`src/hw/rtl/rsi_pkg.sv`:
```
// ---------------------------------------------------------------------------
// rsi_pkg - shared types and constants of the ray/sphere intersect pipeline
// Fixed-point widths and the sideband words carried through the root and
// quotient pipelines.
// ---------------------------------------------------------------------------
`default_nettype none
package rsi_pkg;

  localparam int POS_FRAC_BITS = 20;
  localparam int VEC_FRAC_BITS = 16;

  localparam int VEC_W  = 18;               // unit vector component
  localparam int POS_W  = 24;               // position / centre
  localparam int RAD_W  = 23;               // radius
  localparam int DIST_W = 26;               // output distances
  localparam int D_W    = POS_W + 1;        // point minus centre
  localparam int PRD_W  = VEC_W + D_W;      // e * d
  localparam int DOT_W  = PRD_W + 2;        // sum of three products
  localparam int B_W    = DOT_W - VEC_FRAC_BITS;
  localparam int SQ_W   = 2 * D_W;          // d * d
  localparam int DD_W   = 2 * D_W + 1;      // |d|^2, unsigned
  localparam int R2_W   = 2 * RAD_W;        // r^2, unsigned
  localparam int C_W    = DD_W + 1;         // c, signed
  localparam int BB_W   = 2 * B_W;          // b^2, signed product
  localparam int RADQ_W = BB_W;             // sqrt radicand
  localparam int ROOT_W = RADQ_W / 2;       // sqrt result
  localparam int EXIT_W = B_W + 1;          // -b + s before saturation
  localparam int DVD_W  = DD_W - 1;         // positive c fits here
  localparam int DCMP_W = EXIT_W + DIST_W;  // divisor shifted to the top

  localparam logic [DIST_W-1:0] DIST_MAX = {DIST_W{1'b1}};

  typedef enum logic [1:0] {
    REG_CENTER_X = 2'd0,
    REG_CENTER_Y = 2'd1,
    REG_CENTER_Z = 2'd2,
    REG_RADIUS   = 2'd3
  } rsi_reg_t;

  typedef struct packed {
    logic                  hit;
    logic signed [B_W-1:0] b;
    logic signed [C_W-1:0] c;
  } rsi_sq_side_t;

  typedef struct packed {
    logic              hit;
    logic [DIST_W-1:0] exit_dist;
  } rsi_dv_side_t;

endpackage
`default_nettype wire

```
`src/hw/rtl/rsi_sqrt.sv`:
```
// ---------------------------------------------------------------------------
// rsi_sqrt - pipelined integer square root
// One root bit per stage, digit-by-digit, floor result; sideband rides along.
// ---------------------------------------------------------------------------
`default_nettype none
module rsi_sqrt (
  input  wire                          clk,
  input  wire                          rst_n,
  input  wire                          en,
  input  wire                          in_valid,
  input  wire  [rsi_pkg::RADQ_W-1:0]   in_rad,
  input  rsi_pkg::rsi_sq_side_t        in_side,
  output logic                         out_valid,
  output logic [rsi_pkg::ROOT_W-1:0]   out_root,
  output rsi_pkg::rsi_sq_side_t        out_side
);
  import rsi_pkg::*;

  localparam int REM_W = ROOT_W + 3;

  logic                 v_r    [0:ROOT_W];
  logic [RADQ_W-1:0]    rad_r  [0:ROOT_W];
  logic [REM_W-1:0]     rem_r  [0:ROOT_W];
  logic [ROOT_W-1:0]    root_r [0:ROOT_W];
  rsi_sq_side_t         side_r [0:ROOT_W];

  always_comb begin
    v_r[0]    = in_valid;
    rad_r[0]  = in_rad;
    rem_r[0]  = '0;
    root_r[0] = '0;
    side_r[0] = in_side;
  end

  for (genvar i = 0; i < ROOT_W; i++) begin : g_stage
    logic [REM_W-1:0]  cur;
    logic [REM_W-1:0]  trial;
    logic [REM_W-1:0]  rem_nxt;
    logic [ROOT_W-1:0] root_nxt;
    logic              v_q;
    logic [RADQ_W-1:0] rad_q;
    logic [REM_W-1:0]  rem_q;
    logic [ROOT_W-1:0] root_q;
    rsi_sq_side_t      side_q;

    always_comb begin
      cur   = {rem_r[i][REM_W-3:0], rad_r[i][RADQ_W-1-2*i -: 2]};
      trial = {1'b0, root_r[i], 2'b01};
      if (cur >= trial) begin
        rem_nxt  = cur - trial;
        root_nxt = {root_r[i][ROOT_W-2:0], 1'b1};
      end else begin
        rem_nxt  = cur;
        root_nxt = {root_r[i][ROOT_W-2:0], 1'b0};
      end
    end

    always_ff @(posedge clk) begin
      if (!rst_n) begin
        v_q <= 1'b0;
      end else if (en) begin
        v_q <= v_r[i];
      end
    end

    always_ff @(posedge clk) begin
      if (en) begin
        rad_q  <= rad_r[i];
        rem_q  <= rem_nxt;
        root_q <= root_nxt;
        side_q <= side_r[i];
      end
    end

    always_comb begin
      v_r[i+1]    = v_q;
      rad_r[i+1]  = rad_q;
      rem_r[i+1]  = rem_q;
      root_r[i+1] = root_q;
      side_r[i+1] = side_q;
    end
  end

  assign out_valid = v_r[ROOT_W];
  assign out_root  = root_r[ROOT_W];
  assign out_side  = side_r[ROOT_W];

endmodule
`default_nettype wire

```
`config.mk`:
```
export PLATFORM = sky130hd
export DESIGN_NAME = rsi_sqrt
export DESIGN_NICKNAME = d
export VERILOG_FILES = /design/src/hw/rtl/rsi_pkg.sv /design/src/hw/rtl/rsi_sqrt.sv
export SDC_FILE = /design/constraint.sdc
export NUM_CORES = 2
export LEC_CHECK = 0
export BUFFER_PORTS_ARGS = -buffer_cell sky130_fd_sc_hd__buf_2
export CAP_MARGIN = 10
export CELL_PAD_IN_SITES_DETAIL_PLACEMENT = 0
export CELL_PAD_IN_SITES_GLOBAL_PLACEMENT = 1
export CORE_MARGIN = 8
export CORE_UTILIZATION = 55
export CTS_CLUSTER_DIAMETER = 150
export DETAILED_ROUTE_END_ITERATION = 8
export PLACE_DENSITY = 0.87
export REMOVE_ABC_BUFFERS = 1
export SYNTH_ARGS = -nofsm -noshare
export SYNTH_HDL_FRONTEND = slang
export SYNTH_SLANG_ARGS = --single-unit
```
`constraint.sdc`:
```
create_clock -name clk -period 6 [get_ports clk]
set_clock_uncertainty 0.1 [all_clocks]
set_input_delay 0.9 -clock clk [delete_from_list [all_inputs] [get_ports clk]]
set_output_delay 0.9 -clock clk [all_outputs]
set_load 0.01 [all_outputs]
```
==> flow_summary.yaml <==
detailed_routing:
  vias_per_cell: 5.40
  vias: 80500
  drtPass1Iterations: 6
  wl_per_cell_um: 19.1
  routed_wl_mm: 285
  dr.first_iter.drc_count: 6164
  drc: 0
  ant_nets: 0
cells_and_area:
  mostFrequentLayoutCells: "edfxtp_1, inv_1, a21oi_1"
  layout.nets: 11200
  fill_cells: 21100
  synthToLayoutAreaGrowth_pct: 13.1
  layout_commonest_cell: "edfxtp_1"
  multiInputGateArea_um2: 31400
  final_cells: 14900
  layout-drive-gt1-share_pct: 10.3
  seq_area_um2: 133000
  final_cell_area_um2: 189000
sta:
  final-max-slew-violation-count: 39
  setup_viol: 0
  worstMarginPinSlew_ns: 1.57
  maxSlewHeadroom_pct: -4.42
  fin_crit_sh_pct: 69.8
  finalHoldViolCount: 0
  tns_ns: 0
  period_minus_slack_ns: 4.19
  fin_ws_ns: 1.81
  clock.fmax_mhz: 239
  rsz0062_at_grt: "false"
die:
  initial_core_util_pct: 55.3
  rows: 202
  core_um2: 303000
  die_h_um: 568
  dieWidth_um: 568
  pin_count: 256
  design.die.area_um2: 323000
yosys:
  yosysWarnings: 0
  ys.flop_type: "edfxtp_1"
  syn-cell-area_um2: 168000
  yosysUniqueCellTypes: 92
  syn_inst: 9806
  ys_seq_area_share_pct: 79.6
  synth_edf_count: 4423
  avgSynthCellArea_um2: 17.1
  async_reset_ff_share_pct: 0
  synth-seq-cells: 4452
run_status:
  status: "complete, but fails checks"
  violations: "max-slew violations"
worst_setup_path:
  crit_required_ns: 6.52
  critical_path_class: "reg2reg"
  cp_max_fo: 40
  cp-end-kind: "flop"
  startpoint_type: "flop"
  crit_arrival_ns: 4.70
global_routing:
  grt_pass1_vias: 81300
  antenna_found_initial: 3
  grt_max_degree: 201
  grt_usage_pct: 17.2
  grt_pass1_wl_mm: 447
  overflow: 0
clock_tree:
  cts_tree: "yes"
  cts_buffers: 427
  clock_path_buffers: 4
  cts-root-buf: "clkbuf_16"
  cts.sinks: 4452
  path_clk_slew_ns: 0.07
  clk-insertion-delay-late_ns: 0.92
  cts_max_level: 5
  cts-resized-gates: 0
place:
  io_buffers: 255
  placed_cell_area_um2: 174000
  dp_hpwl_mm: 179
  dp_slack_ns: 1.93
  dp.cells: 14000
  gp_congestion: 0.929
power:
  power.density_nw_per_um2: 392
  ir_drop_uv: 326
  p_leak_nw: 69.0
flow_run:
  max_cap_viol_count: 0
hold_path:
  hold_class: "in2reg"
## cells by family (layout without fill, tap and decap cells)
kind of cell | Yosys count | count (layout) | share of synthesized area (%)
DFF | 4452 | 4452 | 79.6
and+or+nand+nor | 1912 | 1912 | 5.62
AOI/OAI and AO/OA | 1463 | 1463 | 5.44
buffers and inverters | 740 | 1860 | 1.67
xor gates and xnor gates | 665 | 665 | 3.48
adders and majority gates | 466 | 466 | 3.48
muxes | 107 | 107 | 0.694
other | 1 | 2 | 0.00224
## cells in the mapped netlist (all sizes together) (9+ instances only)
| library cell | number | area (um2) |
|---|---|---|
| nor4 | 88 | 566 |
| and4 | 13 | 114 |
| nor3 | 169 | 857 |
| nand3b | 22 | 165 |
| a31oi | 36 | 225 |
| nand2 | 472 | 1770 |
| a31o | 12 | 105 |
| o311ai | 11 | 111 |
| nor4b | 11 | 96.3 |
| and2 | 31 | 194 |
| a21boi | 20 | 150 |
| a21oi | 522 | 2620 |
| nand4 | 83 | 519 |
| o21ai | 322 | 1610 |
| or4 | 36 | 278 |
| a21o | 172 | 1290 |
| o21a | 78 | 586 |
| dfxtp | 29 | 581 |
| mux2 | 67 | 762 |
| a41oi | 10 | 87.6 |
| o22ai | 10 | 62.6 |
| inv | 606 | 2270 |
| xnor2 | 369 | 3230 |
| and3 | 30 | 188 |
| ha | 466 | 5830 |
| or2 | 29 | 184 |
| a211oi | 35 | 273 |
| o2111ai | 13 | 114 |
| o31ai | 42 | 315 |
| nor2 | 496 | 1860 |
| mux2i | 40 | 400 |
| o211ai | 22 | 165 |
| o21bai | 42 | 315 |
| clkbuf | 110 | 413 |
| a2111oi | 18 | 189 |
| nor2b | 104 | 651 |
| nand2b | 93 | 582 |
| or3 | 79 | 494 |
| a211o | 17 | 149 |
| buf | 23 | 114 |
| a311oi | 9 | 78.8 |
| xor2 | 296 | 2590 |
| nand3 | 125 | 626 |
| edfxtp | 4423 | 133000 |
## worst paths after layout
kind	startpoint	endpoint	slack, ns	cells past startpoint
worst min register to register	g_stage[25].side_q[29]	g_stage[26].side_q[29]	0.26	0
worst max-delay path	g_stage[25].rem_q[15]	g_stage[26].rem_q[4]	1.81	10
worst min-delay path	in_rad[7]	g_stage[0].rad_q[7]	0.11	1
worst max register to register	g_stage[25].rem_q[15]	g_stage[26].rem_q[4]	1.81	10
## stage by stage
stage / utilization, % / hold slack [ns] / power (W)
2_1_floorplan: - / 0.300 / 0.0450
3_3_place_gp: 57.5 / 0.300 / 0.0479
3_5_place_dp: 57.5 / 0.305 / 0.0482
4_1_cts: 62.5 / 0.00255 / 0.0751
5_1_grt: 62.5 / 0.0185 / 0.0774
6_report: 62.5 / 0.111 / 0.0742
## repair_timing
item,4_1_cts,5_1_grt
buffers inserted,0,0
hold endpoints to repair,109,0
hold buffers,109,0
## worst max-delay path, cell delays in order, from the launching register on
cell and delay [ns]:
edfxtp_1 0.38, ha_1 0.37, a21o_1 0.21, a21o_1 0.18
a21o_1 0.18, a211oi_1 0.30, nor3_1 0.08, o31ai_1 0.55
nand3_2 0.81, buf_4 0.47, mux2_2 0.28
## cell type report
| cell class | count | share of cell area [%] |
|---|---|---|
| diodes | 1 | 0.00132 |
| multi-input cells | 4614 | 16.6 |
| inverters | 607 | 1.20 |
| clock inverters | 286 | 1.55 |
| well taps | 3978 | 2.63 |
| repair buffers | 458 | 1.79 |
| flip-flops and latches | 4452 | 70.4 |
| clock buffers | 509 | 5.87 |
## flip-flops by register name, indices dropped and copies added, names as in the netlist
register        count
g_stage.rem_q     798
g_stage.side_q   2296
out_valid           1
out_root           29
out_side           82
g_stage.v_q        28
g_stage.rad_q     812
g_stage.root_q    406
## routing by layer
metal | vias up | track usage [%] | routed length [um]
met5 | - | 0 | 0
li1 | 38700 | - | -
met1 | 39400 | 21.8 | 119000
met4 | 0 | 5.19 | 8530
met3 | 563 | 2.76 | 12500
met2 | 1771 | 30.5 | 145000
## report_power, final
group | switching [W] | total [W] | internal (W)
combinational | 0.00510 | 0.00858 | 0.00349
clock | 0.0114 | 0.0265 | 0.0151
sequential | 0.00146 | 0.0391 | 0.0376
Power figures use the tool's default switching activity.
