### src/hw/rtl/rsi_pkg.sv
// ---------------------------------------------------------------------------
// rsi_pkg - shared types and constants of the ray/sphere intersect pipeline
// Fixed-point widths and the sideband words carried through the root and
// quotient pipelines.
// ---------------------------------------------------------------------------
`default_nettype none
package rsi_pkg;

  localparam int POS_FRAC_BITS = 20;
  localparam int VEC_FRAC_BITS = 16;

  localparam int VEC_W  = 18;               // unit vector component
  localparam int POS_W  = 24;               // position / centre
  localparam int RAD_W  = 23;               // radius
  localparam int DIST_W = 26;               // output distances
  localparam int D_W    = POS_W + 1;        // point minus centre
  localparam int PRD_W  = VEC_W + D_W;      // e * d
  localparam int DOT_W  = PRD_W + 2;        // sum of three products
  localparam int B_W    = DOT_W - VEC_FRAC_BITS;
  localparam int SQ_W   = 2 * D_W;          // d * d
  localparam int DD_W   = 2 * D_W + 1;      // |d|^2, unsigned
  localparam int R2_W   = 2 * RAD_W;        // r^2, unsigned
  localparam int C_W    = DD_W + 1;         // c, signed
  localparam int BB_W   = 2 * B_W;          // b^2, signed product
  localparam int RADQ_W = BB_W;             // sqrt radicand
  localparam int ROOT_W = RADQ_W / 2;       // sqrt result
  localparam int EXIT_W = B_W + 1;          // -b + s before saturation
  localparam int DVD_W  = DD_W - 1;         // positive c fits here
  localparam int DCMP_W = EXIT_W + DIST_W;  // divisor shifted to the top

  localparam logic [DIST_W-1:0] DIST_MAX = {DIST_W{1'b1}};

  typedef enum logic [1:0] {
    REG_CENTER_X = 2'd0,
    REG_CENTER_Y = 2'd1,
    REG_CENTER_Z = 2'd2,
    REG_RADIUS   = 2'd3
  } rsi_reg_t;

  typedef struct packed {
    logic                  hit;
    logic signed [B_W-1:0] b;
    logic signed [C_W-1:0] c;
  } rsi_sq_side_t;

  typedef struct packed {
    logic              hit;
    logic [DIST_W-1:0] exit_dist;
  } rsi_dv_side_t;

endpackage
`default_nettype wire

### src/hw/rtl/rsi_div.sv
// ---------------------------------------------------------------------------
// rsi_div - pipelined saturating restoring divider
// Overflow check first, then one quotient bit per stage.
// ---------------------------------------------------------------------------
`default_nettype none
module rsi_div (
  input  wire                          clk,
  input  wire                          rst_n,
  input  wire                          en,
  input  wire                          in_valid,
  input  wire  [rsi_pkg::EXIT_W-1:0]   in_divisor,
  input  wire  [rsi_pkg::DVD_W-1:0]    in_dividend,
  input  rsi_pkg::rsi_dv_side_t        in_side,
  output logic                         out_valid,
  output logic [rsi_pkg::DIST_W-1:0]   out_quot,
  output rsi_pkg::rsi_dv_side_t        out_side
);
  import rsi_pkg::*;

  logic                v_r    [0:DIST_W];
  logic [DVD_W-1:0]    rem_r  [0:DIST_W];
  logic [EXIT_W-1:0]   dvs_r  [0:DIST_W];
  logic [DIST_W-1:0]   quo_r  [0:DIST_W];
  logic                ovf_r  [0:DIST_W];
  rsi_dv_side_t        side_r [0:DIST_W];

  // overflow stage: quotient would not fit when dividend >= divisor << DIST_W
  always_ff @(posedge clk) begin
    if (!rst_n) begin
      v_r[0] <= 1'b0;
    end else if (en) begin
      v_r[0] <= in_valid;
    end
  end

  always_ff @(posedge clk) begin
    if (en) begin
      rem_r[0]  <= in_dividend;
      dvs_r[0]  <= in_divisor;
      quo_r[0]  <= '0;
      ovf_r[0]  <= {{(DCMP_W-DVD_W){1'b0}}, in_dividend} >= {in_divisor, {DIST_W{1'b0}}};
      side_r[0] <= in_side;
    end
  end

  for (genvar i = 0; i < DIST_W; i++) begin : g_stage
    logic [DCMP_W-1:0] shv;
    logic [DCMP_W-1:0] remx;
    logic              take;

    always_comb begin
      shv  = {{DIST_W{1'b0}}, dvs_r[i]} << (DIST_W - 1 - i);
      remx = {{(DCMP_W-DVD_W){1'b0}}, rem_r[i]};
      take = remx >= shv;
    end

    always_ff @(posedge clk) begin
      if (!rst_n) begin
        v_r[i+1] <= 1'b0;
      end else if (en) begin
        v_r[i+1] <= v_r[i];
      end
    end

    always_ff @(posedge clk) begin
      if (en) begin
        rem_r[i+1]  <= take ? DVD_W'(remx - shv) : rem_r[i];
        dvs_r[i+1]  <= dvs_r[i];
        quo_r[i+1]  <= quo_r[i] | (DIST_W'(take) << (DIST_W - 1 - i));
        ovf_r[i+1]  <= ovf_r[i];
        side_r[i+1] <= side_r[i];
      end
    end
  end

  assign out_valid = v_r[DIST_W];
  assign out_quot  = ovf_r[DIST_W] ? DIST_MAX : quo_r[DIST_W];
  assign out_side  = side_r[DIST_W];

endmodule
`default_nettype wire

### config.mk
export PLATFORM = sky130hd
export DESIGN_NAME = rsi_div
export DESIGN_NICKNAME = d
export VERILOG_FILES = /design/src/hw/rtl/rsi_pkg.sv /design/src/hw/rtl/rsi_div.sv
export SDC_FILE = /design/constraint.sdc
export NUM_CORES = 2
export LEC_CHECK = 0
export BUFFER_PORTS_ARGS = -buffer_cell sky130_fd_sc_hd__buf_2
export CORE_UTILIZATION = 35
export CTS_BUF_LIST = sky130_fd_sc_hd__clkbuf_4 sky130_fd_sc_hd__clkbuf_8
export CTS_CLUSTER_SIZE = 24
export DETAILED_ROUTE_END_ITERATION = 16
export GPL_TIMING_DRIVEN = 0
export PLACE_DENSITY = 0.56
export SYNTH_ARGS = -nofsm -noshare
export SYNTH_HDL_FRONTEND = slang
export SYNTH_SLANG_ARGS = --single-unit
### constraint.sdc
create_clock -name clk -period 5.2 [get_ports clk]
set_input_delay 0 -clock clk [delete_from_list [all_inputs] [get_ports clk]]
set_output_delay 0 -clock clk [all_outputs]
set_load 0.005 [all_outputs]
==> run_summary.xml <==
<?xml version="1.0" encoding="UTF-8"?>
<metrics>
  <group name="synth">
    <metric name="seq_area_frac_synth" unit="%">63.9</metric>
    <metric name="synthesis.instances" unit="">11700</metric>
    <metric name="synth_cell_types" unit="">88</metric>
    <metric name="yosys.area.top_type_share" unit="%">63.9</metric>
    <metric name="post_synth_most_frequent_cells" unit="">sky130_fd_sc_hd__edfxtp_1, sky130_fd_sc_hd__inv_1, sky130_fd_sc_hd__a21oi_1</metric>
    <metric name="synthDominantAreaCellType" unit="">sky130_fd_sc_hd__edfxtp_1</metric>
    <metric name="synth_seq_cells" unit="">3214</metric>
    <metric name="synthArstFlopShare" unit="%">0</metric>
    <metric name="top_area_cells_in_the_synthesized_netlist" unit="">sky130_fd_sc_hd__edfxtp_1, sky130_fd_sc_hd__ha_1, sky130_fd_sc_hd__a21oi_1</metric>
    <metric name="syn_area" unit="mm²">0.151</metric>
    <metric name="synth_ff_type" unit="">sky130_fd_sc_hd__edfxtp_1</metric>
    <metric name="yosys.cell_count.top_type" unit="">sky130_fd_sc_hd__edfxtp_1</metric>
    <metric name="syn-mean-instance-area" unit="µm²">12.9</metric>
    <metric name="synth_warnings" unit="">0</metric>
    <metric name="syn-num-nets" unit="">12600</metric>
    <metric name="synth_enable_flop_cells" unit="">3213</metric>
  </group>
  <group name="cells_and_area">
    <metric name="final_net_count" unit="">13700</metric>
    <metric name="final_core_utilization" unit="%">40.7</metric>
    <metric name="drive_gt1_share" unit="%">11.1</metric>
    <metric name="final_cell_area" unit="mm²">0.174</metric>
    <metric name="synthToLayoutAreaGrowth" unit="%">15.4</metric>
  </group>
  <group name="place">
    <metric name="placedInstanceArea" unit="mm²">0.160</metric>
    <metric name="routabilityCongestion" unit="">0.913</metric>
    <metric name="post_detailed_placement_half_perimeter_wirelength" unit="mm">258</metric>
    <metric name="pre_cts_ws" unit="ns">-0.487</metric>
    <metric name="port_buffers" unit="">164</metric>
  </group>
  <group name="min_path">
    <metric name="timing.hold.worst.class" unit="">in2reg</metric>
  </group>
  <group name="power">
    <metric name="powerDensity" unit="mW/mm²">497</metric>
    <metric name="power" unit="mW">86.6</metric>
    <metric name="clock_network_power_share" unit="%">26.7</metric>
    <metric name="cellLeakagePower" unit="nW">66.3</metric>
    <metric name="irDropWorstVdd" unit="mV">0.305</metric>
    <metric name="p_sw" unit="mW">28.9</metric>
    <metric name="combPwrFrac" unit="%">30.7</metric>
    <metric name="seq_power_share" unit="%">42.7</metric>
    <metric name="power.share.switching" unit="%">33.4</metric>
    <metric name="p_int" unit="mW">57.6</metric>
  </group>
  <group name="clock_tree">
    <metric name="numClockSinks" unit="">3214</metric>
    <metric name="tritoncts" unit="">yes</metric>
    <metric name="clk-insertion-delay-late" unit="ns">1.21</metric>
    <metric name="cts_post_setup_buffers_inserted" unit="">0</metric>
    <metric name="htreeDepth" unit="">6</metric>
    <metric name="worst_setup_hold_path_clk_slew" unit="ns">0.06</metric>
    <metric name="max-clock-path-buffers" unit="">4</metric>
    <metric name="ctsRootBufferMaster" unit="">sky130_fd_sc_hd__clkbuf_8</metric>
    <metric name="cts_buffers" unit="">574</metric>
  </group>
  <group name="sta">
    <metric name="worst_slew_slack_as_a_fraction_of_its_limit" unit="%">4.33</metric>
    <metric name="fmaxAchievable" unit="MHz">197</metric>
    <metric name="setup_violations" unit="">0</metric>
    <metric name="final.min_clock_period" unit="ns">5.08</metric>
    <metric name="finalCritPeriodShare" unit="%">97.7</metric>
    <metric name="rsz0062_at_grt" unit="">no</metric>
    <metric name="clock-skew-final" unit="ns">0.108</metric>
    <metric name="hold_viol_final" unit="">0</metric>
    <metric name="setup_ws" unit="ns">0.118</metric>
    <metric name="hold_ws" unit="ns">0.191</metric>
    <metric name="worstMarginPinSlew" unit="ns">1.42</metric>
    <metric name="finalMaxSlewViolations" unit="">0</metric>
  </group>
  <group name="die">
    <metric name="fp.dieArea" unit="mm²">0.434</metric>
    <metric name="die_width" unit="µm">659</metric>
    <metric name="num_io_pins" unit="">165</metric>
    <metric name="chipHeight" unit="µm">659</metric>
    <metric name="core_area" unit="mm²">0.428</metric>
    <metric name="start_util" unit="%">35.3</metric>
    <metric name="core.rowCount" unit="">240</metric>
  </group>
  <group name="outcome">
    <metric name="run_status" unit="">completed</metric>
  </group>
  <group name="setup_path">
    <metric name="cp_max_fo" unit="">10</metric>
    <metric name="timing.critical_path.from_type" unit="">flop</metric>
    <metric name="data_arrival_time_of_the_critical_path" unit="ns">5.89</metric>
    <metric name="cell_with_the_largest_stage_delay_on_the_worst_path" unit="">sky130_fd_sc_hd__a21oi_1</metric>
    <metric name="timing_worst_setup_path_type" unit="">reg2reg</metric>
    <metric name="timing.critical_path.slowest_cell_delay" unit="ns">0.84</metric>
    <metric name="crit_path_cell_trace" unit="">ha_1 -&gt; clkbuf_1 -&gt; nand4_1 -&gt; or4_1 -&gt; o31ai_1 -&gt; nor3_1 -&gt; a21oi_1 -&gt; clkbuf_1 -&gt; buf_1 -&gt; a21oi_1</metric>
    <metric name="cp.required" unit="ns">6.01</metric>
    <metric name="end_kind" unit="">flop</metric>
  </group>
  <group name="grt">
    <metric name="grt_max_degree" unit="">186</metric>
    <metric name="antenna_found_initial" unit="">14</metric>
    <metric name="groute.usage.overall" unit="%">15.8</metric>
    <metric name="grt_first_pass_wirelength" unit="mm">537</metric>
    <metric name="grt_pass1_vias" unit="">94300</metric>
    <metric name="grt_overflow_total" unit="">0</metric>
  </group>
  <group name="detailed_routing">
    <metric name="via_count" unit="">93000</metric>
    <metric name="route.detailed.vias_per_inst" unit="">4.91</metric>
    <metric name="detail_route.first_pass.iterations" unit="">6</metric>
    <metric name="drt-wirelength-per-cell" unit="µm">18.7</metric>
    <metric name="ant_nets" unit="">0</metric>
    <metric name="drt_iter0_markers" unit="">6251</metric>
    <metric name="drc" unit="">0</metric>
    <metric name="drt_wl_total" unit="mm">353</metric>
  </group>
  <group name="flow_run">
    <metric name="max_cap_viol_count" unit="">0</metric>
  </group>
</metrics>
## state kept, by name, indices dropped and copies added (netlist names)
| register | cells |
|---|---|
| rem_r | 1300 |
| dvs_r | 780 |
| side_r | 729 |
| quo_r | 351 |
| ovf_r | 27 |
| v_r | 27 |
## critical path: cells and delay by family (launching register included)
kind | cells | cell delay, ns
compound gates | 3 | 1.74
fa+ha+maj | 1 | 0.31
flops | 1 | 0.45
simple gates | 3 | 0.83
buf+inv | 3 | 1.37
## layout make-up
class | count | area (µm²)
Tap cell | 5687 | 7120
Multi-Input combinational cell | 7149 | 49500
Buffer | 303 | 1270
Sequential cell | 3214 | 96500
Fill cell | 40400 | 254000
Antenna cell | 58 | 145
Inverter | 996 | 3740
Clock inverter | 244 | 1780
Clock buffer | 760 | 9380
Timing Repair Buffer | 512 | 4720
## routing by layer
layer | vias up | part of all wire, % | global-route usage (%)
li1 | 45700 | - | -
met1 | 44300 | 40 | 18.2
met2 | 2096 | 50 | 28.3
met3 | 815 | 4.1 | 2.36
met4 | 0 | 5.5 | 8.46
met5 | - | 0 | 0
## placed cells by master, fill, tap and decap left out, types with 151 or more instances in the layout
cell | netlist | layout
sky130_fd_sc_hd__a21o_1 | 418 | 418
sky130_fd_sc_hd__a21oi_1 | 887 | 884
sky130_fd_sc_hd__buf_2 | 11 | 176
sky130_fd_sc_hd__clkbuf_1 | 251 | 246
sky130_fd_sc_hd__clkbuf_4 | 0 | 173
sky130_fd_sc_hd__clkbuf_8 | 0 | 587
sky130_fd_sc_hd__dlygate4sd3_1 | 0 | 322
sky130_fd_sc_hd__edfxtp_1 | 3213 | 3213
sky130_fd_sc_hd__ha_1 | 789 | 789
sky130_fd_sc_hd__inv_1 | 992 | 992
sky130_fd_sc_hd__mux2_2 | 212 | 212
sky130_fd_sc_hd__nand2_1 | 736 | 736
sky130_fd_sc_hd__nand4_1 | 151 | 151
sky130_fd_sc_hd__nor2_1 | 638 | 638
sky130_fd_sc_hd__nor3_1 | 173 | 172
sky130_fd_sc_hd__o21ai_0 | 638 | 638
sky130_fd_sc_hd__xnor2_1 | 443 | 443
sky130_fd_sc_hd__xor2_1 | 358 | 358
## cell families after synthesis
| family | share of synthesized area, % |
|---|---|
| xor+xnor | 4.65 |
| fa+ha+maj | 6.87 |
| flops | 63.9 |
| simple gates | 8.53 |
| buf+inv | 3.32 |
| mux | 1.63 |
| compound gates | 11.1 |
## power by group through the flow
stage	clock, mW	combinational, mW	sequential, mW
6_report	23.1	26.6	36.9
5_1_grt	25.1	29.5	37.3
4_1_cts	24.0	26.5	37.0
3_5_place_dp	0	26.1	37.4
3_3_place_gp	0	26.1	40.1
2_1_floorplan	0	19.5	35.9
## final timing paths
path,start,end,slack [ns],cells after the start
max,rem_r[16][24],rem_r[17][34],0.12,10
min,in_side[7],side_r[0][7],0.19,3
max reg2reg,rem_r[16][24],rem_r[17][34],0.12,10
min reg2reg,side_r[3][19],side_r[3][46],0.36,0
## per-stage QoR
stage / setup TNS (ns) / cells
finish: 0 / 18900
global route: 0 / 18900
CTS: 0 / 18900
detailed placement: -15.67 / 17500
global placement: - / 17500
floorplan: 0 / 11700
## what timing repair did
action / CTS / global route
gates cloned: 0 / 0
gates resized for setup: 9 / 9
hold buffers: 323 / 0
hold endpoints to repair: 815 / 0
endpoints found under the setup margin: 64 / 80
(Power assumes the default switching activity.)
